===== src/hdl/acsf_pkg.sv =====
package acsf_pkg;

	localparam int KEYWORD_LEN     = 7;
	localparam int QUEUE_DEPTH_DEF = 2;

	// result kinds
	localparam logic [1:0] KIND_ACK     = 2'd0;
	localparam logic [1:0] KIND_TX      = 2'd1;
	localparam logic [1:0] KIND_REFUSED = 2'd2;

	// parser events
	localparam logic [1:0] EV_NONE  = 2'd0;
	localparam logic [1:0] EV_START = 2'd1;
	localparam logic [1:0] EV_STOP  = 2'd2;
	localparam logic [1:0] EV_TEST  = 2'd3;

	localparam logic [7:0] CH_A     = 8'h41;
	localparam logic [7:0] CH_T     = 8'h54;
	localparam logic [7:0] CH_PLUS  = 8'h2B;
	localparam logic [7:0] CH_ONE   = 8'h31;

	localparam logic [7:0] FRAME_HDR [4] = '{8'h00, 8'hFF, 8'hAA, 8'h55};
	localparam logic [7:0] KW_SAMPLE [KEYWORD_LEN] =
		'{8'h53, 8'h41, 8'h4D, 8'h50, 8'h4C, 8'h45, 8'h3D};
	localparam logic [7:0] KW_TEST [KEYWORD_LEN] =
		'{8'h54, 8'h45, 8'h53, 8'h54, 8'h54, 8'h54, 8'h3D};

	// positions of the transmit bytes of one sample item
	localparam logic [3:0] POS_HDR_FIRST = 4'd0;
	localparam logic [3:0] POS_HDR_LAST  = 4'd3;
	localparam logic [3:0] POS_SAMPLE_LO = 4'd6;
	localparam logic [3:0] POS_SAMPLE_HI = 4'd7;
	localparam logic [3:0] POS_SUM_HI    = 4'd8;
	localparam logic [3:0] POS_SUM_LO    = 4'd9;
	localparam logic [3:0] POS_CNT_HI    = 4'd4;
	localparam logic [3:0] POS_CNT_LO    = 4'd5;

	typedef enum logic [4:0] {
		PS_WAIT_A    = 5'b00001,
		PS_WAIT_T    = 5'b00010,
		PS_WAIT_PLUS = 5'b00100,
		PS_KEYWORD   = 5'b01000,
		PS_PARAM     = 5'b10000
	} parse_state_t;

	typedef struct packed {
		logic               func;
		logic [7:0]         rx_byte;
		logic signed [15:0] sample;
		logic [14:0]        frame_len;
		logic               first_sample;
		logic               last_sample;
	} item_t;

	typedef struct packed {
		logic [1:0] kind;
		logic [7:0] tx_byte;
		logic [1:0] event_res;
		logic       last;
	} result_t;

	// one classified item, waiting for the back end
	typedef struct packed {
		logic [1:0]  kind;
		logic [1:0]  ev;
		logic        hdr;
		logic [15:0] cnt;
		logic [7:0]  lo;
		logic [7:0]  hi;
		logic        cks;
		logic [15:0] sum;
	} job_t;

endpackage


===== src/hdl/at_command_and_sample_framer_core.sv =====
// Items pass the job queue, then the output register; rates assume result_ready.
// Throughput: a command item gives one result per cycle; a sample gives two
// bytes, eight with the frame header and two more with the checksum, one byte
// per cycle from the back-end sequencer, which sets the rate of sample items.
// The input side keeps taking items while the job queue has room.
// Reset: arst_n clears the parser, sampling flag, frame state and queue at once.
module at_command_and_sample_framer_core
	import acsf_pkg::*;
#(
	parameter int QUEUE_DEPTH = QUEUE_DEPTH_DEF
) (
	input  logic    clk,
	input  logic    arst_n,
	input  logic    item_valid,
	output logic    item_ready,
	input  item_t   item,
	output logic    result_valid,
	input  logic    result_ready,
	output result_t result
);

	logic q_full;
	logic q_push;
	job_t q_data;
	logic q_pop;
	job_t q_head;
	logic q_empty;

	acsf_front u_front (
		.clk        (clk),
		.arst_n     (arst_n),
		.item_valid (item_valid),
		.item_ready (item_ready),
		.item       (item),
		.q_full     (q_full),
		.q_push     (q_push),
		.q_data     (q_data)
	);

	acsf_queue #(
		.DEPTH (QUEUE_DEPTH)
	) u_queue (
		.clk       (clk),
		.arst_n    (arst_n),
		.push      (q_push),
		.push_data (q_data),
		.full      (q_full),
		.pop       (q_pop),
		.head      (q_head),
		.empty     (q_empty)
	);

	acsf_back u_back (
		.clk          (clk),
		.arst_n       (arst_n),
		.q_empty      (q_empty),
		.q_head       (q_head),
		.q_pop        (q_pop),
		.result_valid (result_valid),
		.result_ready (result_ready),
		.result       (result)
	);

endmodule


===== src/hdl/acsf_queue.sv =====
module acsf_queue
	import acsf_pkg::*;
#(
	parameter int DEPTH = QUEUE_DEPTH_DEF
) (
	input  logic clk,
	input  logic arst_n,
	input  logic push,
	input  job_t push_data,
	output logic full,
	input  logic pop,
	output job_t head,
	output logic empty
);

	localparam int PW = $clog2(DEPTH);
	localparam int CW = $clog2(DEPTH + 1);

	job_t          mem_q [DEPTH];
	logic [PW-1:0] wr_q;
	logic [PW-1:0] rd_q;
	logic [CW-1:0] cnt_q;

	assign full  = (cnt_q == CW'(DEPTH));
	assign empty = (cnt_q == '0);
	assign head  = mem_q[rd_q];

	always_ff @(posedge clk) begin
		if (push) begin
			mem_q[wr_q] <= push_data;
		end
	end

	always_ff @(posedge clk or negedge arst_n) begin
		if (!arst_n) begin
			wr_q  <= '0;
			rd_q  <= '0;
			cnt_q <= '0;
		end else begin
			if (push) begin
				wr_q <= (wr_q == PW'(DEPTH - 1)) ? '0 : wr_q + 1'b1;
			end
			if (pop) begin
				rd_q <= (rd_q == PW'(DEPTH - 1)) ? '0 : rd_q + 1'b1;
			end
			if (push && !pop) begin
				cnt_q <= cnt_q + 1'b1;
			end else if (pop && !push) begin
				cnt_q <= cnt_q - 1'b1;
			end
		end
	end

	a_no_overflow: assert property (@(posedge clk) disable iff (!arst_n)
		full && !pop |-> !push)
		else $error("queue written while full");

	a_no_underflow: assert property (@(posedge clk) disable iff (!arst_n)
		empty |-> !pop)
		else $error("queue read while empty");

	a_count_step: assert property (@(posedge clk) disable iff (!arst_n)
		push && !pop |=> cnt_q == $past(cnt_q) + 1'b1)
		else $error("queue count did not advance");

endmodule


===== src/hdl/acsf_front.sv =====
module acsf_front
	import acsf_pkg::*;
(
	input  logic  clk,
	input  logic  arst_n,
	input  logic  item_valid,
	output logic  item_ready,
	input  item_t item,
	input  logic  q_full,
	output logic  q_push,
	output job_t  q_data
);

	parse_state_t ps_q, ps_d;
	logic [2:0]   kc_q, kc_d, kc_inc;
	logic [7:0]   kw_q [KEYWORD_LEN];
	logic         kw_we;
	logic         sampling_q, sampling_d;
	logic         in_frame_q, in_frame_d;
	logic [15:0]  sum_q, sum_d, sum_new, sum_base;
	logic         match_test, match_sample;
	logic [1:0]   ev;
	logic         acc;

	assign item_ready = !q_full;
	assign acc        = item_valid && item_ready;
	assign q_push     = acc;
	assign kc_inc     = kc_q + 1'b1;

	always_comb begin
		match_test   = 1'b1;
		match_sample = 1'b1;
		for (int i = 0; i < KEYWORD_LEN; i++) begin
			if (kw_q[i] != KW_TEST[i])   match_test   = 1'b0;
			if (kw_q[i] != KW_SAMPLE[i]) match_sample = 1'b0;
		end
	end

	// command parser
	always_comb begin
		ps_d       = ps_q;
		kc_d       = kc_q;
		kw_we      = 1'b0;
		sampling_d = sampling_q;
		ev         = EV_NONE;
		unique case (ps_q)
			PS_WAIT_A: begin
				ps_d = (item.rx_byte == CH_A) ? PS_WAIT_T : PS_WAIT_A;
			end
			PS_WAIT_T: begin
				if (item.rx_byte == CH_T) begin
					ps_d = PS_WAIT_PLUS;
				end else if (item.rx_byte == CH_A) begin
					ps_d = PS_WAIT_T;
				end else begin
					ps_d = PS_WAIT_A;
				end
			end
			PS_WAIT_PLUS: begin
				if (item.rx_byte == CH_PLUS) begin
					ps_d = PS_KEYWORD;
					kc_d = '0;
				end else begin
					ps_d = PS_WAIT_A;
				end
			end
			PS_KEYWORD: begin
				kw_we = 1'b1;
				kc_d  = kc_inc;
				if (kc_inc == 3'(KEYWORD_LEN)) begin
					ps_d = PS_PARAM;
				end
			end
			PS_PARAM: begin
				if (match_test) begin
					ev = EV_TEST;
				end else if (match_sample) begin
					if (item.rx_byte == CH_ONE) begin
						sampling_d = 1'b1;
						ev         = EV_START;
					end else begin
						sampling_d = 1'b0;
						ev         = EV_STOP;
					end
				end
				ps_d = PS_WAIT_A;
			end
			default: begin
				ps_d = PS_WAIT_A;
			end
		endcase
	end

	// sample classifier
	assign sum_base = item.first_sample ? 16'h0000 : sum_q;
	assign sum_new  = sum_base + {8'h00, item.sample[7:0]} + {8'h00, item.sample[15:8]};

	always_comb begin
		q_data      = '0;
		in_frame_d  = in_frame_q;
		sum_d       = sum_q;
		if (!item.func) begin
			q_data.kind = KIND_ACK;
			q_data.ev   = ev;
		end else if (item.first_sample && !sampling_q) begin
			q_data.kind = KIND_REFUSED;
			in_frame_d  = 1'b0;
			sum_d       = '0;
		end else if (!item.first_sample && !in_frame_q) begin
			q_data.kind = KIND_REFUSED;
		end else begin
			q_data.kind = KIND_TX;
			q_data.hdr  = item.first_sample;
			q_data.cnt  = {item.frame_len, 1'b0};
			q_data.lo   = item.sample[7:0];
			q_data.hi   = item.sample[15:8];
			q_data.cks  = item.last_sample;
			q_data.sum  = sum_new;
			if (item.last_sample) begin
				in_frame_d = 1'b0;
				sum_d      = '0;
			end else begin
				in_frame_d = 1'b1;
				sum_d      = sum_new;
			end
		end
	end

	always_ff @(posedge clk) begin
		if (acc && !item.func && kw_we) begin
			kw_q[kc_q] <= item.rx_byte;
		end
	end

	always_ff @(posedge clk or negedge arst_n) begin
		if (!arst_n) begin
			ps_q       <= PS_WAIT_A;
			kc_q       <= '0;
			sampling_q <= 1'b0;
			in_frame_q <= 1'b0;
			sum_q      <= '0;
		end else if (acc) begin
			if (!item.func) begin
				ps_q       <= ps_d;
				kc_q       <= kc_d;
				sampling_q <= sampling_d;
			end else begin
				in_frame_q <= in_frame_d;
				sum_q      <= sum_d;
			end
		end
	end

	a_sum_clear: assert property (@(posedge clk) disable iff (!arst_n)
		!in_frame_q |-> sum_q == '0)
		else $error("byte sum left over outside a frame");

	a_refused_start: assert property (@(posedge clk) disable iff (!arst_n)
		acc && item.func && item.first_sample && !sampling_q |=> !in_frame_q)
		else $error("frame opened while sampling off");

	a_keyword_done: assert property (@(posedge clk) disable iff (!arst_n)
		acc && !item.func && ps_q == PS_KEYWORD && kc_q == 3'(KEYWORD_LEN - 1)
		|=> ps_q == PS_PARAM)
		else $error("keyword end missed");

endmodule


===== src/hdl/acsf_back.sv =====
module acsf_back
	import acsf_pkg::*;
(
	input  logic    clk,
	input  logic    arst_n,
	input  logic    q_empty,
	input  job_t    q_head,
	output logic    q_pop,
	output logic    result_valid,
	input  logic    result_ready,
	output result_t result
);

	logic [3:0] pos_q;
	logic [3:0] idx;
	logic [7:0] byte_sel;
	logic       is_last;
	logic       out_load;
	logic       valid_q;
	result_t    result_q;

	assign idx      = q_head.hdr ? pos_q : pos_q + POS_SAMPLE_LO;
	assign out_load = !q_empty && (!valid_q || result_ready);
	assign is_last  = (q_head.kind != KIND_TX) || (idx == POS_SUM_LO)
		|| (idx == POS_SAMPLE_HI && !q_head.cks);
	assign q_pop    = out_load && is_last;

	always_comb begin
		unique case (idx) inside
			[POS_HDR_FIRST:POS_HDR_LAST]: byte_sel = FRAME_HDR[idx[1:0]];
			POS_CNT_HI:                   byte_sel = q_head.cnt[15:8];
			POS_CNT_LO:                   byte_sel = q_head.cnt[7:0];
			POS_SAMPLE_LO:                byte_sel = q_head.lo;
			POS_SAMPLE_HI:                byte_sel = q_head.hi;
			POS_SUM_HI:                   byte_sel = q_head.sum[15:8];
			POS_SUM_LO:                   byte_sel = q_head.sum[7:0];
			default:                      byte_sel = 8'h00;
		endcase
	end

	always_ff @(posedge clk) begin
		if (out_load) begin
			result_q.kind      <= q_head.kind;
			result_q.tx_byte   <= (q_head.kind == KIND_TX) ? byte_sel : 8'h00;
			result_q.event_res <= q_head.ev;
			result_q.last      <= is_last;
		end
	end

	always_ff @(posedge clk or negedge arst_n) begin
		if (!arst_n) begin
			valid_q <= 1'b0;
			pos_q   <= '0;
		end else begin
			if (out_load) begin
				valid_q <= 1'b1;
			end else if (result_ready) begin
				valid_q <= 1'b0;
			end
			if (out_load) begin
				pos_q <= is_last ? '0 : pos_q + 1'b1;
			end
		end
	end

	assign result_valid = valid_q;
	assign result       = result_q;

	a_pos_range: assert property (@(posedge clk) disable iff (!arst_n)
		!q_empty |-> idx <= POS_SUM_LO)
		else $error("byte position out of range");

	a_pop_on_last: assert property (@(posedge clk) disable iff (!arst_n)
		q_pop |=> valid_q && result_q.last)
		else $error("job retired without last result");

	a_single_result: assert property (@(posedge clk) disable iff (!arst_n)
		!q_empty && q_head.kind != KIND_TX |-> pos_q == '0)
		else $error("acknowledge or refusal spans several results");

endmodule

===== config.mk =====
export PLATFORM = sky130hd
export DESIGN_NAME = at_command_and_sample_framer_core
export DESIGN_NICKNAME = d
export VERILOG_FILES = /design/src/hdl/acsf_pkg.sv /design/src/hdl/at_command_and_sample_framer_core.sv /design/src/hdl/acsf_queue.sv /design/src/hdl/acsf_front.sv /design/src/hdl/acsf_back.sv
export SDC_FILE = /design/constraint.sdc
export NUM_CORES = 1
export LEC_CHECK = 0
export ABC_AREA = 1
export BUFFER_PORTS_ARGS = -buffer_cell sky130_fd_sc_hd__clkbuf_2
export CAP_MARGIN = 40
export CORE_UTILIZATION = 60
export DETAILED_ROUTE_END_ITERATION = 10
export GPL_TIMING_DRIVEN = 0
export PLACE_DENSITY = 0.83
export SLEW_MARGIN = 15
export SYNTH_ARGS = -nofsm -noshare
export SYNTH_HDL_FRONTEND = slang
export SYNTH_SLANG_ARGS = --single-unit

===== constraint.sdc =====
create_clock -name clk -period 7.25 [get_ports clk]
set_input_delay 0.3625 -clock clk [delete_from_list [all_inputs] [get_ports clk]]
set_output_delay 0.3625 -clock clk [all_outputs]
set_load 0.05 [all_outputs]

# Yosys cells after proc, flatten, opt, wreduce, memory -nomap -nowiden
# Memory sizes are Yosys's and may differ from the RTL's.
# Index checks and enable logic that the tools add are counted.
[word_totals]
ff_bits = 48
latchBits = 0
ramBits = 164
rom_bits = 0
inputBits = 46
output_inout_bits = 15
elab_cells = 155
memories = 2
[mem_list]
columns = ["memory", "words", "width", "rd", "rd_ports_with_merged_regs", "write_ports", "line_no", "source"]
rows = [
  ["u_queue.mem_q", 2, 54, 1, 0, 1, "acsf_queue.sv:19", "job_t mem_q [DEPTH];"],
  ["u_front.kw_q", 7, 8, 7, 0, 1, "acsf_front.sv:16", "logic [7:0] kw_q [KEYWORD_LEN];"],
]
[classes]
n_addsub = 9
n_mul = 0
div_mod_pow = 0
order_cmp = 3
n_eq_ne = 35
shift = 0
muxes = 57
bitwise_logic = 3
n_reduce_logical = 32
[op_table]
columns = ["op", "count"]
rows = [
  ["2-to-1 mux 50 bit", 3],
  ["!= test 8 x 7 -> 1 bit, second input constant", 12],
  ["2-to-1 mux 16 bit", 4],
  ["case mux 8 bit (7 select lines)", 1],
  ["adder 16 x 8 -> 16 bit", 2],
  ["2-to-1 mux 1 bit", 27],
  ["2-to-1 mux 2 bit", 11],
  ["case mux 5 bit (4 select lines)", 1],
  ["binary-select mux 8 bit (select 2 bit)", 1],
  ["equality test 4 x 3 -> 1 bit, second input constant", 4],
  ["equality test 8 x 6 -> 1 bit, second input constant", 2],
  ["equality test 8 x 7 -> 1 bit, second input constant", 2],
  ["2-to-1 mux 8 bit", 2],
  ["2-to-1 mux 4 bit", 3],
  ["logical AND 1 bit", 11],
  ["logical NOT 1 bit", 10],
  ["2-to-1 mux 5 bit", 2],
  ["equality test 4 bit, second input constant", 2],
  ["!= test 2 x 1 -> 1 bit, second input constant", 4],
  ["!= test 8 x 6 -> 1 bit, second input constant", 1],
  ["case mux 3 bit (2 select lines)", 1],
  ["AND reduction 3 bit", 2],
  ["nonzero test 2 bit", 3],
  ["equality test 5 x 1 -> 1 bit, second input constant", 1],
  ["23 further kinds", 27],
]

# Logic depth before layout (Yosys ltp)
# Gate-level depths: netlist of the first run.
# An unclocked memory read counts as a cell.
[depth]
word_depth = 13
mapped_depth = 16
mapped_depth_nobuf = 16

# Hierarchy
# From an unflattened synthesis of the first run, not the netlist that was laid out.
[unflattened]
cells_unflattened = 993
area_unflattened_um2 = 10641.5
[modules_own_cells]
columns = ["module", "instances", "cells_each", "area_per_inst_um2", "seq_area_each_um2"]
rows = [
  ["acsf_front", 1, 612, 4809.6, 2333.5],
  ["acsf_queue", 1, 193, 4352.9, 3343.2],
  ["acsf_back", 1, 188, 1478.9, 515.5],
]

# Worst setup path after synthesis of the first run
# OpenSTA, ideal clock, no wires.
[synth_timing]
path_kind = "reg-to-reg"
from = "register u_queue.cnt_q[0]"
to = "memory u_queue.mem_q[1][0] (netlist bit), enable pin"
setup_time_ns = 0.466
t_arrival_ns = 3.234
required_time_ns = 6.784
path_slack_ns = 3.550
path_stages_with_launch = 5
path_buffers = 0
synth_period_minus_slack_ns = 3.700
path_cell_list = "dfrtp_1 inv_1 nand2_1 nand2_1 nor2_1"
[synth_between]
elab_chain_cells = 5
[synth_lines]
columns = ["element", "line_no", "source"]
rows = [
  ["start, declared", "acsf_queue.sv:22", "logic [CW-1:0] cnt_q;"],
  ["start signal, assigned", "acsf_queue.sv:47", "cnt_q <= cnt_q + 1'b1;"],
  ["start signal, assigned", "acsf_queue.sv:49", "cnt_q <= cnt_q - 1'b1;"],
  ["equality test 2 bit", "acsf_queue.sv:24", "assign full = (cnt_q == CW'(DEPTH));"],
  ["logical NOT 1 bit", "acsf_front.sv:25", "assign item_ready = !q_full;"],
  ["via item_ready", "at_command_and_sample_framer_core.sv:15", "output logic item_ready,"],
  ["logical AND 1 bit", "acsf_front.sv:26", "assign acc = item_valid && item_ready;"],
  ["2-to-1 mux 1 bit", "acsf_queue.sv:29", "if (push) begin"],
  ["2-to-1 mux 1 bit (not written as such)", "acsf_queue.sv:30", "mem_q[wr_q] <= push_data;"],
  ["end, declared", "acsf_queue.sv:19", ""],
]
# The timed path passes the listed nets, and every way through them passes these cells.

==> impl_metrics.py, run 1 <==
metrics = {
    "drt": {
        "drc": 0,
        "dr.max_layer_used": "met4",
        "viasPerCell": 5.582,
        "drt_iter0_markers": 796,
        "wire_per_inst_um": 17.19,
        "ant_nets": 0,
        "first_pass_iters": 5,
        "dr_wl_met2_um": 10890,
        "vias": 7430,
        "met1Wirelength_um": 9520,
        "wl_met3_um": 1940,
        "finalWirelength_um": 22880,
    },
    "setup_path": {
        "crit_slowest_cell": "fa_1",
        "ff2ff_path_depth": 13,
        "arrival_ns": 3.26,
        "path_cells": "clkbuf_2 -> clkbuf_1 -> nor2_1 -> fa_1 -> ha_1 -> fa_1 -> nand2_1 -> nand2_1 -> o21ai_0 -> inv_1 -> nand2_1 -> nand2_1 -> nand2_1 -> nor3b_1",
        "crit_type": "input port to flop",
        "cp.depth": 14,
        "cpMostUsedCell": "nand2_1",
        "crit_path_end_kind": "flop",
        "crit_required_ns": 7.54,
        "critPathMaxStageDelay_ns": 0.45,
        "cp_num_buf_inv": 3,
        "start_kind": "input port",
        "crit_family": "adder cells",
        "crit_fanout": 10,
    },
    "timing": {
        "fin_skew_ns": 0.02408,
        "relSlewSlack_pct": 45.37,
        "timing.fmax_ghz": 0.3361,
        "rsz0062_at_grt": "no",
        "finalCriticalPeriod_ns": 2.976,
        "setup_violations": 0,
        "tightest_slew_ns": 0.8175,
        "final_hold_viol_count": 0,
        "slew_viol_final": 0,
        "setup_tns_ns": 0,
        "period_share_pct": 41.04,
    },
    "yosys": {
        "yosys_warnings": 0,
        "synth.distinct_cells": 36,
        "syn_inst": 1007,
        "synth_nets": 1080,
        "ys_seq_area_share_pct": 61.63,
        "synth_seq_cells": 210,
        "syn_area_per_cell_um2": 9.880,
        "syn_area_um2": 9950,
    },
    "status": {
        "status": "finished, final reports clean",
    },
    "die": {
        "die_area_um2": 17100,
        "core_um2": 16060,
        "initial_core_util_pct": 61.96,
        "io_pins": 61,
        "die_width_um": 130.8,
        "num_rows": 46,
        "die_h_um": 130.8,
    },
    "clock_network": {
        "cts_max_level": 1,
        "clk-insertion-delay-late_ns": 0.51,
        "cts_buffer_depth": 3,
        "cts_buffers": 22,
        "cts_setup_buffers": 0,
        "clk_root_buffer_cell": "clkbuf_16",
        "clock_sinks": 210,
        "path_clk_slew_ns": 0.07,
        "cts_tree": "built",
    },
    "layout": {
        "fin_util_pct": 71.01,
        "diodes": 0,
        "syn2layout_area_growth_pct": 14.60,
        "final_layout_size_suffix_gt1_share_pct": 12.20,
        "final_area_um2": 11400,
        "fin_nets": 1173,
    },
    "grt": {
        "grt-ovfl-total": 0,
        "first_global_vias": 7179,
        "grt_first_pass_wirelength_um": 35670,
        "grt_usage_pct": 27.76,
        "antenna_found_initial": 0,
        "grt_max_degree": 30,
    },
    "worst_hold_path": {
        "whs_path_depth": 2,
        "min_path_type": "input port to flop",
    },
    "pwr": {
        "leakagePower_nw": 5.009,
        "p_per_area_nw_per_um2": 373.1,
        "ir_worst_vdd_uv": 256.4,
    },
    "flow_run": {
        "maxCapViolations": 0,
    },
    "place": {
        "dp_hpwl_um": 16160,
        "gp_congestion": 0.9593,
        "io_buffers": 60,
        "placed_area_um2": 10650,
    },
}
## worst reg2reg max path: stages, from the launching register on
cell,delay (ns)
dfrtp_1,0.32
inv_1,0.05
nor2_1,0.13
fa_1,0.44
ha_1,0.25
fa_1,0.41
nand2_1,0.08
nand2_1,0.06
o21ai_0,0.16
inv_1,0.13
nand2_1,0.08
nand2_1,0.11
nand2_1,0.10
nor3b_1,0.33
## final timing paths
check | from | end | slack, ns
max reg2reg | u_front.sum_q[1] | u_queue.mem_q[0][9] | 4.42
min | result_ready | u_back.result_valid | 0.04
max in group asynchronous | arst_n | u_front.sum_q[13] | 6.47
min in group asynchronous | arst_n | u_front.sum_q[10] | 0.30
min reg2reg | u_queue.cnt_q[0] | u_queue.cnt_q[0] | 0.48
max | item[1] | u_queue.mem_q[0][9] | 4.27
## what timing repair did
item | CTS | global route
hold buffers | 1 | 0
gates resized for setup | 0 | 0
hold endpoints to repair | 12 | 0
## kinds of logic (layout without fill, tap and decap cells)
kind of cell	Yosys count	in the layout	synth area share, %
xor+xnor	12	12	1.056
buf+inv	154	262	6.162
flops	210	210	61.63
fa+ha+maj	27	27	4.074
compound gates	51	51	2.918
simple gates	548	548	23.65
mux	5	5	0.5030
## layout by cell type, fill, tap and decap left out, drive strengths merged, types with 3 or more instances in the layout
cell    count
o22ai      13
nand4      38
o21ai      15
clkbuf     99
mux2i       5
xnor2       6
clkinv      6
buf        25
nor2      138
nand3      57
edfxtp    175
fa          9
nor3       15
a21oi      20
inv       126
nand3b      7
xor2        6
dfrtp      34
ha         18
nand2     287
bufinv      3
## cell type report
cell class	count	area, um2
sequential	210	6132
timing repair buffer	69	425.4
tap	216	270.3
multi-input combinational	643	3219
inverter	127	476.7
clock inverter	10	133.9
clock buffer	29	608.1
fill	1099	4656
buffer	27	136.4
## through the flow
step	hold WS (ns)	total power, mW	std cells	setup WS, ns
6_report	0.04312	4.255	1331	4.274
5_1_grt	0.05483	4.464	1331	4.086
3_5_place_dp	0.3079	3.091	1291	3.841
4_1_cts	0.02696	4.243	1331	4.334
2_1_floorplan	0.06691	2.681	1007	3.550
3_3_place_gp	0.4595	3.022	1283	2.650
## cells in the mapped netlist
master | number | area, um2
a21oi_1 | 20 | 100.1
ha_1 | 18 | 225.2
nor3_2 | 1 | 10.01
o21ai_4 | 1 | 16.27
inv_1 | 125 | 469.2
fa_1 | 9 | 180.2
buf_6 | 2 | 22.52
nor3b_1 | 1 | 7.510
o21ai_0 | 14 | 70.07
nor2_1 | 137 | 514.2
nand4_1 | 38 | 237.7
dfrtp_1 | 34 | 850.8
nand3b_1 | 7 | 52.55
edfxtp_1 | 175 | 5255
xnor2_1 | 6 | 52.55
nand2_4 | 5 | 56.30
nor2_8 | 1 | 20.02
xor2_1 | 6 | 52.55
and3_1 | 1 | 6.260
buf_1 | 1 | 3.750
buf_2 | 13 | 65.06
or2_2 | 2 | 12.51
o22ai_1 | 13 | 81.33
dfstp_2 | 1 | 26.28
mux2i_1 | 5 | 50.05
nor4_1 | 2 | 12.51
buf_4 | 1 | 7.510
a21boi_0 | 1 | 7.510
o31ai_1 | 2 | 15.01
inv_2 | 1 | 3.750
clkbuf_1 | 10 | 37.54
nand2_1 | 278 | 1044
nor3_1 | 14 | 70.07
clkinv_1 | 1 | 3.750
nand2_2 | 4 | 25.02
nand3_1 | 57 | 285.3
## where the power goes
part           switching (mW)  leakage, nW  internal [mW]
clock                   0.455        0.359          0.699
combinational            1.02         2.55          0.398
sequential             0.0751         2.10           1.61
## state kept, by name, summed over array words and instances, names as in the netlist
| signal | flops |
|---|---|
| u_front.in_frame_q | 1 |
| u_front.sum_q | 16 |
| u_back.result | 13 |
| u_back.result_valid | 1 |
| u_front.ps_q | 5 |
| u_queue.mem_q | 106 |
| u_queue.rd_q | 1 |
| u_back.pos_q | 4 |
| u_front.kw_q | 56 |
| u_front.sampling_q | 1 |
| u_queue.cnt_q | 2 |
| u_queue.wr_q | 1 |
| u_front.kc_q | 3 |
## layer usage
metal,up-vias,global-route usage (%)
met5,-,0
met4,0,10.07
met3,52,4.886
met2,368,45.13
met1,3490,37.83
li1,3520,-
Power figures use the tool's default switching activity.
==> run 2, diff against run 1 <==
--- a/config.mk
+++ b/config.mk
@@ -5,13 +5,13 @@
 export SDC_FILE = /design/constraint.sdc
 export NUM_CORES = 1
 export LEC_CHECK = 0
-export ABC_AREA = 1
+export ABC_AREA = 0
 export BUFFER_PORTS_ARGS = -buffer_cell sky130_fd_sc_hd__clkbuf_2
 export CAP_MARGIN = 40
-export CORE_UTILIZATION = 60
+export CORE_UTILIZATION = 55
 export DETAILED_ROUTE_END_ITERATION = 10
 export GPL_TIMING_DRIVEN = 0
-export PLACE_DENSITY = 0.83
+export PLACE_DENSITY = 0.8
 export SLEW_MARGIN = 15
 export SYNTH_ARGS = -nofsm -noshare
 export SYNTH_HDL_FRONTEND = slang
==> constraint.sdc (replaced) <==
create_clock -name clk -period 2.4 [get_ports clk]
set_input_delay 0.12 -clock clk [delete_from_list [all_inputs] [get_ports clk]]
set_output_delay 0.12 -clock clk [all_outputs]
set_load 0.05 [all_outputs]
==> impl_metrics.py, run 2 <==
metrics = {
    "status": {
        "status": "finished, violations left",
        "violations": "setup timing",
    },
    "timing": {
        "relSlewSlack_pct": 32.18,
        "setup_violations": 33,
        "final_hold_viol_count": 0,
        "timing.fmax_ghz": 0.3503,
        "finalCriticalPeriod_ns": 2.854,
        "slew_viol_final": 0,
        "tightest_slew_ns": 1.009,
        "fin_skew_ns": 0.02886,
        "setup_slack_ns": -0.4545,
        "period_share_pct": 118.9,
        "rsz0062_at_grt": "yes",
        "setup_tns_ns": -8.983,
    },
    "place": {
        "place_inst": 979,
        "io_buffers": 59,
        "dp_hpwl_um": 14860,
        "place_ws_ns": -0.6522,
        "gp_congestion": 0.8684,
        "placed_area_um2": 10460,
    },
    "clock_network": {
        "cts_tree": "built",
        "clk-insertion-delay-late_ns": 0.52,
        "clock_sinks": 210,
        "cts_buffers": 22,
        "clk_root_buffer_cell": "clkbuf_16",
        "path_clk_slew_ns": 0.06,
        "cts_buffer_depth": 3,
        "cts_max_level": 1,
    },
    "setup_path": {
        "crit_type": "flop to flop",
        "r2r_start": "u_front.sum_q[1]",
        "crit_path_end_kind": "flop",
        "crit_required_ns": 2.63,
        "start_kind": "flop",
        "crit_end": "u_queue.mem_q[0][5]",
        "rr_endpoint": "u_queue.mem_q[0][5]",
        "cp-startpoint": "u_front.sum_q[1]",
        "ff2ff_path_depth": 11,
        "arrival_ns": 3.09,
        "r2r_slack_ns": -0.45,
        "crit_fanout": 2,
    },
    "pwr": {
        "total_power_mw": 12.30,
        "p_per_area_nw_per_um2": 1006,
        "leakagePower_nw": 4.524,
        "ir_worst_vdd_uv": 755.6,
    },
    "yosys": {
        "synth-edff-count": 175,
        "syn_area_per_cell_um2": 13.87,
        "synth.distinct_cells": 70,
        "yosysMostFrequentCell": "edfxtp_1",
        "synth-async-reset-ratio_pct": 16.67,
        "synth_nets": 766,
        "ys_seq_area_share_pct": 63.78,
        "synth-main-ff-cell": "edfxtp_1",
        "netlist.area_leader.share_pct": 54.66,
        "synth.largest_area_cell": "edfxtp_1",
        "yosys_warnings": 0,
        "synth_seq_cells": 210,
        "syn_area_um2": 9614,
        "yosys-top-cells-count": "edfxtp_1 (175), and2_1 (40), nand2_1 (39)",
        "syn_inst": 693,
        "synth.area.top_cells": "edfxtp_1 (55%), dfrtp_1 (8.8%), mux2i_1 (3.1%)",
    },
    "layout": {
        "largest-register": "u_queue.mem_q",
        "multi_input_area_um2": 3757,
        "diodes": 0,
        "largest_reg_flops": 106,
        "layout_common_cells": "edfxtp_1 (175), clkbuf_2 (59), dlygate4sd3_1 (40)",
        "top_regs": "u_queue.mem_q x106, u_front.kw_q x56, u_front.sum_q x16",
        "layout_commonest_cell": "edfxtp_1",
        "final_area_um2": 12230,
        "final-seq-area_um2": 6135,
        "final_layout_size_suffix_gt1_share_pct": 28.33,
        "stdcell_count": 1092,
        "fin_nets": 929,
        "num-fill-cells": 1048,
        "syn2layout_area_growth_pct": 27.19,
    },
    "drt": {
        "vias": 6603,
        "finalWirelength_um": 23210,
        "drc": 0,
        "drt_iter0_markers": 573,
        "wire_per_inst_um": 21.26,
        "ant_nets": 0,
        "viasPerCell": 6.047,
        "first_pass_iters": 5,
    },
    "grt": {
        "grt_usage_pct": 25.65,
        "grt_first_pass_wirelength_um": 35150,
        "antenna_found_initial": 0,
        "first_global_vias": 6651,
        "grt_max_degree": 54,
        "grt-ovfl-total": 0,
    },
    "die": {
        "initial_core_util_pct": 57.16,
        "die_area_um2": 18010,
        "num_rows": 47,
        "die_h_um": 134.2,
        "die_width_um": 134.2,
        "io_pins": 61,
        "core_um2": 16820,
    },
    "flow_run": {
        "maxCapViolations": 0,
    },
    "worst_hold_path": {
        "min_path_type": "input port to flop",
    },
}
run 2: layout make-up:
class                      count  share of cell area (%)
timing repair buffer         140                   8.789
clock buffer                  28                   4.932
multi-input combinational    443                   30.73
buffer                        18                   1.064
inverter                      21                  0.6446
clock inverter                12                   1.422
sequential                   210                   50.17
tap                          220                   2.251
run 2: critical path: stages (launching register included):
cell and delay (ns):
dfrtp_1 0.38, nor2b_4 0.13, fa_1 0.49, ha_4 0.19
fa_2 0.37, buf_4 0.15, buf_6 0.10, buf_6 0.11
a21o_1 0.20, a21oi_2 0.19, xor2_2 0.21, nor2_2 0.07
run 2: layer usage:
metal	track usage [%]	part of all wire [%]	vias to the layer above
met3	3.477	6.0	53
met4	8.614	2.8	0
met5	0	0	-
met1	32.33	40	3266
li1	-	-	2996
met2	45.62	51	288
run 2: logic make-up (layout without fill, tap and decap cells):
logic type      Yosys count  count (layout)  share of synthesized area [%]
flops                   210             210                          63.78
fa+ha+maj                27              27                          4.217
xor+xnor                 19              19                          1.731
buf+inv                  40             219                          1.705
compound gates          122             122                          9.006
simple gates            217             217                          13.00
mux                      58              58                          6.559
run 2: through the flow:
step | utilization, % | hold WS (ns)
after floorplan | - | -0.1756
final | 72.71 | 0.01465
after CTS | 71.12 | 0.003942
after detailed placement | 62.22 | -0.002907
after global routing | 72.71 | 0.009038
after global placement | 61.55 | 0.2971
run 2: timing repair:
item,4_1_cts,5_1_grt
gates resized for setup,34,43
endpoints found under the hold margin,147,0
buffers inserted,20,17
hold buffers,40,0
setup endpoints to repair,78,89
pin swaps,26,37
run 2: worst min-delay path by stage:
stage | startpoint | end | slack [ns] | depth (start not counted)
3_5_place_dp | arst_n | u_front.kc_q[1] | -0.003 | 1
6_report | item[26] | u_queue.mem_q[0][18] | 0.01 | 2
2_1_floorplan | arst_n | u_back.pos_q[0] | -0.18 | 0
5_1_grt | item[26] | u_queue.mem_q[0][18] | 0.009 | 2
3_3_place_gp | arst_n | u_front.kc_q[1] | 0.30 | 1
4_1_cts | item[30] | u_queue.mem_q[0][22] | 0.004 | 2
run 2: power breakdown:
| part | switching (mW) | total (mW) | leakage (nW) | internal, mW |
|---|---|---|---|---|
| Combinational | 2.30 | 3.82 | 2.02 | 1.52 |
| Clock | 1.40 | 3.61 | 0.385 | 2.22 |
| Sequential | 0.229 | 4.87 | 2.12 | 4.64 |
